File: src/rtl/core/lgpe_pkg.sv
// ----------------------------------------------------------------------------
// lgpe_pkg
// Shared widths, command codes and controller/datapath link types for the
// log-Gabor row phase encoder.
// ----------------------------------------------------------------------------
package lgpe_pkg;

  // field widths of the stream items
  localparam int unsigned CmdW   = 2;
  localparam int unsigned IdxW   = 8;
  localparam int unsigned CoefW  = 24;
  localparam int unsigned PixW   = 8;
  localparam int unsigned LimitW = 39;

  // stream bus widths, fields packed from bit 0 and padded to whole bytes
  localparam int unsigned STDataW = 48;
  localparam int unsigned MTDataW = 16;

  // input field positions in s_axis_tdata
  localparam int unsigned IdxLo  = 0;
  localparam int unsigned CoefLo = IdxLo + IdxW;
  localparam int unsigned PixLo  = CoefLo + CoefW;
  localparam int unsigned MaskLo = PixLo + PixW;

  // request command codes
  localparam logic [CmdW-1:0] CMD_LOAD_TAP = 2'd0;
  localparam logic [CmdW-1:0] CMD_LOAD_PIX = 2'd1;
  localparam logic [CmdW-1:0] CMD_COMPUTE  = 2'd2;

  // reset value of the near-zero limit
  localparam logic [LimitW-1:0] LIMIT_RESET = 39'd1;

  // controller to datapath commands
  typedef struct packed {
    logic wr_tap;    // write kernel tap from the accepted request
    logic wr_pix;    // write pixel and mask from the accepted request
    logic start;     // capture column, clear accumulator and step counter
    logic rd_mask;   // read row store at the captured column
    logic cap_mask;  // latch the mask bit of the captured column
    logic issue;     // issue one tap and pixel read, advance the step
    logic calc_mag;  // register magnitude and sign of the sum
    logic finish;    // load the output register
  } lgpe_cmd_t;

  // datapath to controller status
  typedef struct packed {
    logic idx_ok;     // index of the offered request lies inside the row
    logic last_step;  // the step counter is at the last tap
    logic out_free;   // the output register can take a result this cycle
  } lgpe_stat_t;

endpackage

File: src/rtl/core/lgpe_ctrl.sv
// ----------------------------------------------------------------------------
// lgpe_ctrl
// Sequencer for the encoder: accepts requests, dispatches loads, and walks a
// compute request through mask read, tap sweep, pipeline drain and result.
// ----------------------------------------------------------------------------
module lgpe_ctrl
  import lgpe_pkg::*;
(
  input  logic            clk_i,
  input  logic            rst_ni,
  input  logic            s_valid_i,
  input  logic [CmdW-1:0] s_cmd_i,
  output logic            s_ready_o,
  input  lgpe_stat_t      stat_i,
  output lgpe_cmd_t       cmd_o
);

  typedef enum logic [2:0] {
    ST_IDLE,
    ST_MASK,
    ST_MCAP,
    ST_RUN,
    ST_DRAIN,
    ST_MAG,
    ST_FIN
  } state_e;

  state_e state_q;
  logic   rdy_q;
  logic   drain_q;
  logic   accept;

  assign accept    = s_valid_i && rdy_q;
  assign s_ready_o = rdy_q;

  // command decode
  always_comb begin
    cmd_o = '0;
    case (state_q)
      ST_IDLE: begin
        if (accept && stat_i.idx_ok) begin
          cmd_o.wr_tap = (s_cmd_i == CMD_LOAD_TAP);
          cmd_o.wr_pix = (s_cmd_i == CMD_LOAD_PIX);
          cmd_o.start  = (s_cmd_i == CMD_COMPUTE);
        end
      end
      ST_MASK:  cmd_o.rd_mask  = 1'b1;
      ST_MCAP:  cmd_o.cap_mask = 1'b1;
      ST_RUN:   cmd_o.issue    = 1'b1;
      ST_MAG:   cmd_o.calc_mag = 1'b1;
      ST_FIN:   cmd_o.finish   = stat_i.out_free;
      default: ;
    endcase
  end

  // state and ready register
  always_ff @(posedge clk_i or negedge rst_ni) begin
    if (!rst_ni) begin
      state_q <= ST_IDLE;
      rdy_q   <= 1'b1;
      drain_q <= 1'b0;
    end else begin
      case (state_q)
        ST_IDLE: begin
          if (accept && stat_i.idx_ok && s_cmd_i == CMD_COMPUTE) begin
            state_q <= ST_MASK;
            rdy_q   <= 1'b0;
          end
        end
        ST_MASK: state_q <= ST_MCAP;
        ST_MCAP: state_q <= ST_RUN;
        ST_RUN: begin
          if (stat_i.last_step) begin
            state_q <= ST_DRAIN;
            drain_q <= 1'b0;
          end
        end
        ST_DRAIN: begin
          drain_q <= 1'b1;
          if (drain_q) begin
            state_q <= ST_MAG;
          end
        end
        ST_MAG: state_q <= ST_FIN;
        ST_FIN: begin
          if (stat_i.out_free) begin
            state_q <= ST_IDLE;
            rdy_q   <= 1'b1;
          end
        end
        default: begin
          state_q <= ST_IDLE;
          rdy_q   <= 1'b1;
        end
      endcase
    end
  end

endmodule

File: config.mk
export PLATFORM = sky130hd
export DESIGN_NAME = lgpe_ctrl
export DESIGN_NICKNAME = d
export VERILOG_FILES = /design/src/rtl/core/lgpe_pkg.sv /design/src/rtl/core/lgpe_ctrl.sv
export SDC_FILE = /design/constraint.sdc
export NUM_CORES = 1
export LEC_CHECK = 0
export ABC_AREA = 1
export ABC_CLOCK_PERIOD_IN_PS = 3100
export BUFFER_PORTS_ARGS = -buffer_cell sky130_fd_sc_hd__buf_2
export CORE_AREA = 8 8 45 47
export DETAILED_ROUTE_END_ITERATION = 7
export DIE_AREA = 0 0 53 55
export PLACE_DENSITY = 0.59
export SETUP_SLACK_MARGIN = 0.05
export SLEW_MARGIN = 10
export SYNTH_ARGS = -nofsm -noshare
export SYNTH_HDL_FRONTEND = slang
export SYNTH_SLANG_ARGS = --single-unit
File: constraint.sdc
create_clock -name clk_i -period 3.1 [get_ports clk_i]
set_input_delay 0.155 -clock clk_i [delete_from_list [all_inputs] [get_ports clk_i]]
set_output_delay 0.155 -clock clk_i [all_outputs]
set_load 0.05 [all_outputs]
==> results.toml, run 1 <==
[setup_path]
critical-path-top-delay-family = "flip-flops"
max_stage_delay_ns = 0.47
reg2reg_slack_ns = 1.99
critPathLaunchType = "register"
cp.arrival_ns = 1.47
crit_start = "state_q[0]$_DFFE_PN0P_"
crit_type = "reg2out"
crit_path_cell_trace = "nor2_2, nand2_4, nor4_2, buf_2"
worstPathMaxFanout = 8
r2r_start = "s_ready_o$_DFFE_PN1P_"
required_ns = 2.94
crit_buf_inv = 1
rr_endpoint = "state_q[0]$_DFFE_PN0P_"
reg2regPathDepth = 6
worstSetupPathDepth = 4
slowest_stage = "dfrtp_1"
critPathCaptureType = "output pin"

[layout]
fin_cells = 91
area_growth_pct = 32.6
final-seq-area_um2 = 126
stdcell_area_um2 = 509
n_fill_cell = 151
drive_gt1_share_pct = 44.0
nNetsFinal = 84
antennaDiodeCount = 0
multi_input_area_um2 = 201

[floorplan]
core_um2 = 1380
dieArea_um2 = 2920
initial_core_util_pct = 27.8
fp.dieH_um = 55
ioPinCount = 17
fp-row-count = 14
die_w_um = 53

[synth]
ys_seq_elements = 5
synthesis.area_um2 = 384
yosysWarnings = 0
synthCells = 55
synth_fp_nets = 63
yosysSeqAreaShare_pct = 32.9
synth_area_per_cell_um2 = 6.98
synth.distinct_cells = 19

[route]
drt-wirelength-per-cell_um = 10.3
drc_errors = 0
ant_nets = 0
firstDrtPassIters = 2
routed_wl_um = 935
vias = 392
vias_per_cell = 4.31
detail_route.iter0.violations = 3

[placement]
dp_hpwl_um = 759
dp_cells = 86
io_buffers = 16
place_area_um2 = 473
dp_slack_ns = 1.74
place.gp.congestion = 0.796

[clock_network]
cts_tree = "built"
htree_num_levels = 1
path_clk_slew_ns = 0.04
cts_buffer_depth = 2
clock_sinks = 5
clk_latency_ns = 0.25
cts_made_buffers = 3
root_buffer = "clkbuf_4"

[timing]
hold_viol_final = 0
tns_ns = 0
hold_slack_ns = 0.201
period_needed_ns = 1.62
rsz0062_at_grt = "no"
tightest_slew_ns = 0.290
final.setup.worst_slack_ns = 1.48
fmax_ghz = 0.616
slew_headroom_pct = 80.7
setup_violations = 0
fin_skew_ns = 0.00534
slew_viol_final = 0
finalCritPeriodShare_pct = 52.4

[hold_path]
hold_path.class = "in2reg"
holdPathStages = 4
min_to = "state_q[0]$_DFFE_PN0P_"
hold_start = "stat_i[1]"

[pwr]
pwr-share-seq_pct = 26.8
combPwrFrac_pct = 58.8
clkPwrFrac_pct = 14.3
p_int_uw = 240
power.net_switching_uw = 306
max-vdd-ir-drop_uv = 599
p_per_area_nw_per_um2 = 1070
switching_share_pct = 56.0
leakage_nw = 0.303

[global_route]
grt_pass1_vias = 367
grt_pass1_wl_um = 1440
grt_overflow = 0
grt_max_degree = 9
gr-usage-all-layers_pct = 6.91
antenna_found_initial = 0

[outcome]
status = "complete, no violations"

[run]
maxCapViolations = 0
-- state kept, by name, indices dropped and copies added (netlist names) --
signal	cells
s_ready_o	1
state_q	3
drain_q	1
-- per-layer routing --
layer	global-route usage [%]	part of all wire, %
met5	0	0
met1	7.07	46
met3	1.60	9.3
met4	9.05	2.5
met2	10.4	42
-- repair_timing --
action,CTS,global route
hold buffers,1,0
hold endpoints to repair,5,0
buffers inserted,0,0
resized for setup,0,0
-- area by class of cell --
class | count | area share (%)
clock buffer | 4 | 5.16
inverter | 12 | 8.85
multi-input combinational | 37 | 39.6
sequential | 5 | 24.8
tap | 16 | 3.93
timing repair buffer | 17 | 17.7
-- placed cells by master, fill, tap and decap left out --
cell type	count
inv_2	4
nand2_4	2
o21ai_0	3
dfstp_2	1
o21ai_1	1
nand3_2	1
dlygate4sd3_1	1
nor4_2	1
clkbuf_4	3
dfrtp_1	4
buf_2	16
nor3_2	1
clkbuf_1	1
nor2_1	8
nand3_1	1
a21oi_2	1
o2111ai_1	1
nor2_2	1
nand2_1	13
inv_1	8
nand2_2	2
nand4_1	1
-- synthesized netlist by cell type, drive strengths merged --
cell | number | area (um^2)
nand3 | 2 | 15.0
dfrtp | 4 | 100
inv | 12 | 45.0
o2111ai | 1 | 8.76
nand4 | 1 | 6.26
o21ai | 4 | 20.0
nor4 | 1 | 12.5
buf | 1 | 11.3
nand2 | 17 | 83.8
nor2 | 9 | 36.3
nor3 | 1 | 10.0
dfstp | 1 | 26.3
a21oi | 1 | 8.76
-- through the flow --
stage,power [mW],util [%]
5_1_grt,0.587,36.8
4_1_cts,0.553,36.8
3_5_place_dp,0.468,34.2
6_report,0.546,36.8
2_1_floorplan,0.415,-
3_3_place_gp,0.468,34.2
-- kinds of logic after synthesis --
family / Yosys count / share of synthesized area [%]
compound gates: 6 / 9.77
simple gates: 31 / 42.7
buf+inv: 13 / 14.7
flops: 5 / 32.9
-- how the worst max path moves through the flow --
stage | endpoint | slack (ns)
global placement | cmd_o[7] | 1.73
floorplan | cmd_o[7] | 1.14
detailed placement | cmd_o[7] | 1.74
CTS | cmd_o[7] | 1.46
global route | cmd_o[7] | 1.36
finish | cmd_o[7] | 1.48
-- power by group through the flow --
stage,logic [mW],clock network [mW],registers (mW)
final,0.321,0.0783,0.146
after global routing,0.346,0.0900,0.150
after CTS,0.324,0.0824,0.146
after detailed placement,0.322,0,0.146
after global placement,0.321,0,0.147
after floorplan,0.264,0,0.151
-- worst reg2reg max path, delay by kind of cell, from the launching register on --
family	cells	cell delay (ns)
flops	1	0.53
compound gates	1	0.09
simple gates	5	0.41
No activity file was read; power rests on OpenSTA's default activity.
==> inputs of run 2 (changes only) <==
ABC_AREA = 0   (was 1)
ABC_CLOCK_PERIOD_IN_PS = 1600   (was 3100)
PLACE_DENSITY = 0.58   (was 0.59)
clock period = 1.6 ns   (was 3.1 ns; I/O delays follow)
==> run 2 against run 1 <==
  * Global-route usage is 1.2 points higher
  * Clock skew rose by 0.00060 ns
  * Sequential share of layout area is 0.69 points lower
  * Critical path depth stayed put
  * First-iteration DRC count increased by 100%
  * Non-clock buffer count up 2
  * Critical path type unchanged
  * Largest power group unchanged
  * Highest routed layer is now met3
==> results.toml, run 2 <==
[global_route]
gr-usage-all-layers_pct = 8.11
grt_pass1_vias = 388
met3_usage_pct = 6.95
grt_use_met2_pct = 11.7
grt_max_degree = 10
met1_usage_pct = 9.05
top_usage_layer = "met2"
grt_overflow = 0
grt_pass1_wl_um = 1720
antenna_found_initial = 0

[timing]
rsz0062_at_grt = "yes"
period_needed_ns = 1.48
slew_viol_final = 0
fin_skew_ns = 0.00594
hold_viol_final = 0
tightest_slew_ns = 0.254
fmax_ghz = 0.677
setup_violations = 0
finalCritPeriodShare_pct = 92.3
slew_headroom_pct = 83.2

[synth]
synth_top_area_cell = "dfrtp_1"
yosysWarnings = 0
netlist.area_leader.share_pct = 26.8
synth-edff-count = 0
synth.distinct_cells = 21
synthesis.area_um2 = 374
synth_fp_nets = 49
synth_ff_type = "dfrtp_1"
synthCells = 41
ys_seq_elements = 5
yosysSeqAreaShare_pct = 33.8
synthTopCellsByCount = "dfrtp_1, nand2_1"
async_flop_share_pct = 100
yosys-top-cells-area = "dfrtp_1, nor3b_2, buf_6, dfstp_2, nand2b_1"
synth_area_per_cell_um2 = 9.12

[clock_network]
clock_sinks = 5
cts_made_buffers = 3
clk_latency_ns = 0.25
htree_num_levels = 1
cts_buffer_depth = 2
cts_tree = "built"
root_buffer = "clkbuf_4"
path_clk_slew_ns = 0.05

[route]
drc_errors = 0
detail_route.iter0.violations = 6
vias = 360
vias_per_cell = 4.68
firstDrtPassIters = 4
ant_nets = 0
drt-wirelength-per-cell_um = 13.3
routed_wl_um = 1030

[setup_path]
critical-path-top-delay-family = "simple AND/OR/NAND/NOR gates"
cp.arrival_ns = 1.40
r2r_start = "state_q[2]$_DFFE_PN0P_"
max_stage_delay_ns = 0.46
crit_path_cell_trace = "nor2b_4, nand4_4, nor3b_2, buf_6"
crit_type = "reg2out"
critPathLaunchType = "register"
reg2reg_slack_ns = 0.48
rr_endpoint = "state_q[0]$_DFFE_PN0P_"
required_ns = 1.52
worstPathMaxFanout = 7
crit_buf_inv = 1
slowest_stage = "dfrtp_2"
critPathCaptureType = "output pin"
reg2regPathDepth = 4

[hold_path]
min_to = "state_q[1]$_DFFE_PN0P_"
hold_start = "stat_i[1]"
holdPathStages = 4
hold_path.class = "in2reg"

[layout]
final_common_cell = "buf_2"
n_fill_cell = 156
largest_register_ffs = 3
top_register = "state_q"
final_cell_mix = "buf_2, buf_4, nor3b_2, nand2_1"
nNetsFinal = 70
drive_gt1_share_pct = 55.7
area_growth_pct = 42.8
stdcell_area_um2 = 534
antennaDiodeCount = 0

[outcome]
status = "complete, no violations"

[pwr]
p_per_area_nw_per_um2 = 1930
max-vdd-ir-drop_uv = 1200
p_total_mw = 1.03
leakage_nw = 0.235

[placement]
io_buffers = 16
place.gp.congestion = 0.846
place_area_um2 = 470
dp_hpwl_um = 811

[run]
maxCapViolations = 0

[floorplan]
fp-row-count = 14
ioPinCount = 17
initial_core_util_pct = 27.0
die_w_um = 53
fp.dieH_um = 55
core_um2 = 1380
dieArea_um2 = 2920
[run 2: cell count changes after synthesis, moves of 2 or more]
cell	previous run	this run
nor3b_2	0	3
a21oi_1	0	2
buf_6	1	3
nand2_4	2	0
nor3_1	0	2
inv_1	8	0
inv_2	4	1
nor2_1	8	3
o21ai_1	1	3
nand2_2	2	0
nand2b_1	0	3
nand2_1	13	4
[run 2: stage by stage]
| stage | instances | util [%] | worst slack, ns | TNS, ns | hold slack (ns) |
|---|---|---|---|---|---|
| final | 77 | 38.6 | 0.123 | 0 | 0.146 |
| after global routing | 77 | 38.6 | 0.0397 | 0 | 0.182 |
| after CTS | 77 | 37.2 | 0.0353 | 0 | 0.138 |
| after detailed placement | 72 | 34.0 | 0.248 | 0 | -0.0950 |
| after global placement | 72 | 34.0 | 0.281 | 0 | -0.0951 |
| after floorplan | 41 | - | -0.0756 | -0.138 | -0.216 |
[run 2: logic make-up (layout without fill, tap and decap cells)]
family,after synthesis,count (layout),synth area share (%)
flops,5,5,33.8
buf+inv,4,24,10.0
simple gates,24,24,44.5
compound gates,8,8,11.7
[run 2: where the power goes]
| group | internal [mW] | switching (mW) | total [mW] |
|---|---|---|---|
| Sequential | 0.185 | 0.0932 | 0.278 |
| Combinational | 0.207 | 0.393 | 0.600 |
| Clock | 0.0946 | 0.0556 | 0.150 |
[run 2: layout make-up]
class	count	area, um^2	area share (%)
Sequential cell	5	129	24.1
Tap cell	16	20.0	3.75
Inverter	1	3.75	0.703
Timing Repair Buffer	19	121	22.7
Multi-Input combinational cell	32	234	43.8
Clock buffer	4	26.3	4.92
[run 2: worst min-delay path, cell delays in order]
cell and delay (ns):
buf_2 0.09, o21ai_1 0.05, nand2_1 0.06, a21oi_1 0.06
[run 2: metal layers]
metal / wire (um) / part of all wire (%)
met5: 0 / 0
met1: 441 / 43
met4: 0 / 0
met3: 121 / 12
met2: 464 / 45
[run 2: worst max-delay path by stage]
stage	start	to	cells past startpoint
floorplan	s_ready_o$_DFFE_PN1P_	cmd_o[6]	2
detailed placement	state_q[2]$_DFFE_PN0P_	cmd_o[6]	4
CTS	state_q[2]$_DFFE_PN0P_	cmd_o[6]	4
global placement	state_q[2]$_DFFE_PN0P_	cmd_o[6]	4
finish	state_q[2]$_DFFE_PN0P_	cmd_o[6]	4
global route	state_q[2]$_DFFE_PN0P_	cmd_o[6]	4
[run 2: what timing repair did]
action | 4_1_cts | 5_1_grt
pin swaps | 0 | 1
setup buffers | 0 | 0
setup endpoints to repair | 3 | 6
hold endpoints to repair | 5 | 0
gates resized for setup | 3 | 8
hold buffers | 1 | 0
==> inputs of run 3 (changes only) <==
CTS_BUF_LIST = sky130_fd_sc_hd__clkbuf_2 sky130_fd_sc_hd__clkbuf_4 sky130_fd_sc_hd__clkbuf_8   (was default)
TNS_END_PERCENT = 1   (was default)
==> run 3 against run 2 <==
  * Clock power about the same
  * Combinational power grew 3%
  * Die area stayed put
  * Maximum frequency is 1.3% higher
  * Critical path type unchanged
==> results.toml, run 3 (synthesized netlist as in run 2, its figures left out) <==
[timing]
fmax_ghz = 0.686
period_needed_ns = 1.46
slew_viol_final = 0
hold_viol_final = 0
fin_skew_ns = 0.00522
finalCritPeriodShare_pct = 91.1
tightest_slew_ns = 0.255
slew_headroom_pct = 83.1
final.setup.worst_slack_ns = 0.142
setup_violations = 0
rsz0062_at_grt = "yes"

[setup_path]
reg2reg_slack_ns = 0.45
critPathLaunchType = "register"
crit_type = "reg2out"
worstPathMaxFanout = 6
required_ns = 1.52
critPathCaptureType = "output pin"
cp.arrival_ns = 1.38

[route]
drc_errors = 0
vias = 384
firstDrtPassIters = 4
vias_per_cell = 4.86
ant_nets = 0
routed_wl_um = 974
detail_route.iter0.violations = 6
drt-wirelength-per-cell_um = 12.3

[clock_network]
cts_tree = "built"
cts_made_buffers = 3
path_clk_slew_ns = 0.05
clk_latency_ns = 0.24
htree_num_levels = 1
clock_sinks = 5
cts_buffer_depth = 2
root_buffer = "clkbuf_4"

[placement]
place.gp.congestion = 0.768
dp_cells = 72
dp_hpwl_um = 794
io_buffers = 16
dp_slack_ns = 0.240

[pwr]
pwr-share-seq_pct = 24.5
combPwrFrac_pct = 60.9
p_int_uw = 489
p_per_area_nw_per_um2 = 1900
power.net_switching_uw = 526
clkPwrFrac_pct = 14.6
p_total_mw = 1.02
max-vdd-ir-drop_uv = 1480
leakage_nw = 0.258
switching_share_pct = 51.8

[layout]
final-seq-area_um2 = 128
n_fill_cell = 142
largest_register_ffs = 3
final_cell_mix = "buf_2, buf_4, nor3b_2, nand2_1"
area_growth_pct = 42.5
final_common_cell = "buf_2"
nNetsFinal = 72
final_util_pct = 38.5
antennaDiodeCount = 0
drive_gt1_share_pct = 55.6
top_register = "state_q"
multi_input_area_um2 = 220
fin_cells = 79

[global_route]
gr-usage-all-layers_pct = 7.40
antenna_found_initial = 0
grt_max_degree = 12
grt_overflow = 0
grt_pass1_wl_um = 1590
grt_pass1_vias = 366

[floorplan]
initial_core_util_pct = 27.0
fp-row-count = 14
dieArea_um2 = 2920
ioPinCount = 17
core_um2 = 1380
fp.dieH_um = 55
die_w_um = 53

[outcome]
status = "complete, no violations"

[hold_path]
hold_path.class = "in2reg"

[run]
maxCapViolations = 0
[run 3: cell types whose count changed in the layout (fill, tap and decap cells not counted), sizes merged]
cell,previous run,this run
clkbuf,4,3
clkinv,0,1
buf,18,20
[run 3: power by group through the flow]
stage | clock network, mW | registers (mW) | logic (mW)
6_report | 0.148 | 0.249 | 0.619
5_1_grt | 0.169 | 0.258 | 0.676
4_1_cts | 0.155 | 0.260 | 0.573
3_3_place_gp | 0 | 0.259 | 0.560
2_1_floorplan | 0 | 0.211 | 0.539
3_5_place_dp | 0 | 0.261 | 0.567
[run 3: repair_timing]
action / CTS / global route
endpoints found under the hold margin: 5 / 0
buffers inserted: 0 / 2
hold buffers: 1 / 0
resized for setup: 3 / 4
pin swaps: 0 / 1
setup endpoints to repair: 3 / 4
[run 3: worst paths after layout]
kind / endpoint / depth (start not counted) / start
worst max-delay path: cmd_o[3] / 4 / state_q[2]$_DFFE_PN0P_
worst min-delay path: state_q[1]$_DFFE_PN0P_ / 4 / stat_i[1]
worst max register to register: s_ready_o$_DFFE_PN1P_ / 4 / state_q[0]$_DFFE_PN0P_
worst min register to register: state_q[0]$_DFFE_PN0P_ / 2 / drain_q$_DFFE_PN0P_
max in group asynchronous: s_ready_o$_DFFE_PN1P_ / 2 / rst_ni
min in group asynchronous: state_q[0]$_DFFE_PN0P_ / 2 / rst_ni
[run 3: area by class of cell]
cell class                      count  area share, %
Tap cell                           16           3.76
Clock inverter                      1          0.939
Sequential cell                     5           23.9
Multi-Input combinational cell     32           41.3
Clock buffer                        3           4.23
Inverter                            1          0.704
Timing Repair Buffer               21           25.1
[run 3: routing by layer]
metal  GRT usage (%)  vias to the layer above  wire [um]
li1                -                      189          -
met3            4.28                        0         61
met2            11.3                       12        492
met1            8.88                      183        420
met5               0                        -          0
met4            1.29                        0          0
[run 3: critical path: stages (launching register included)]
cell and delay, ns:
dfrtp_2 0.44, buf_4 0.15, nand2b_1 0.18, nor2_1 0.10, buf_2 0.26
[run 3: through the flow]
stage,hold slack [ns],setup TNS (ns),cell area [um^2]
global placement,-0.0985,0,465
CTS,0.137,0,510
floorplan,-0.216,-0.201,384
finish,0.142,0,533
detailed placement,-0.0942,0,465
global route,0.157,0,533
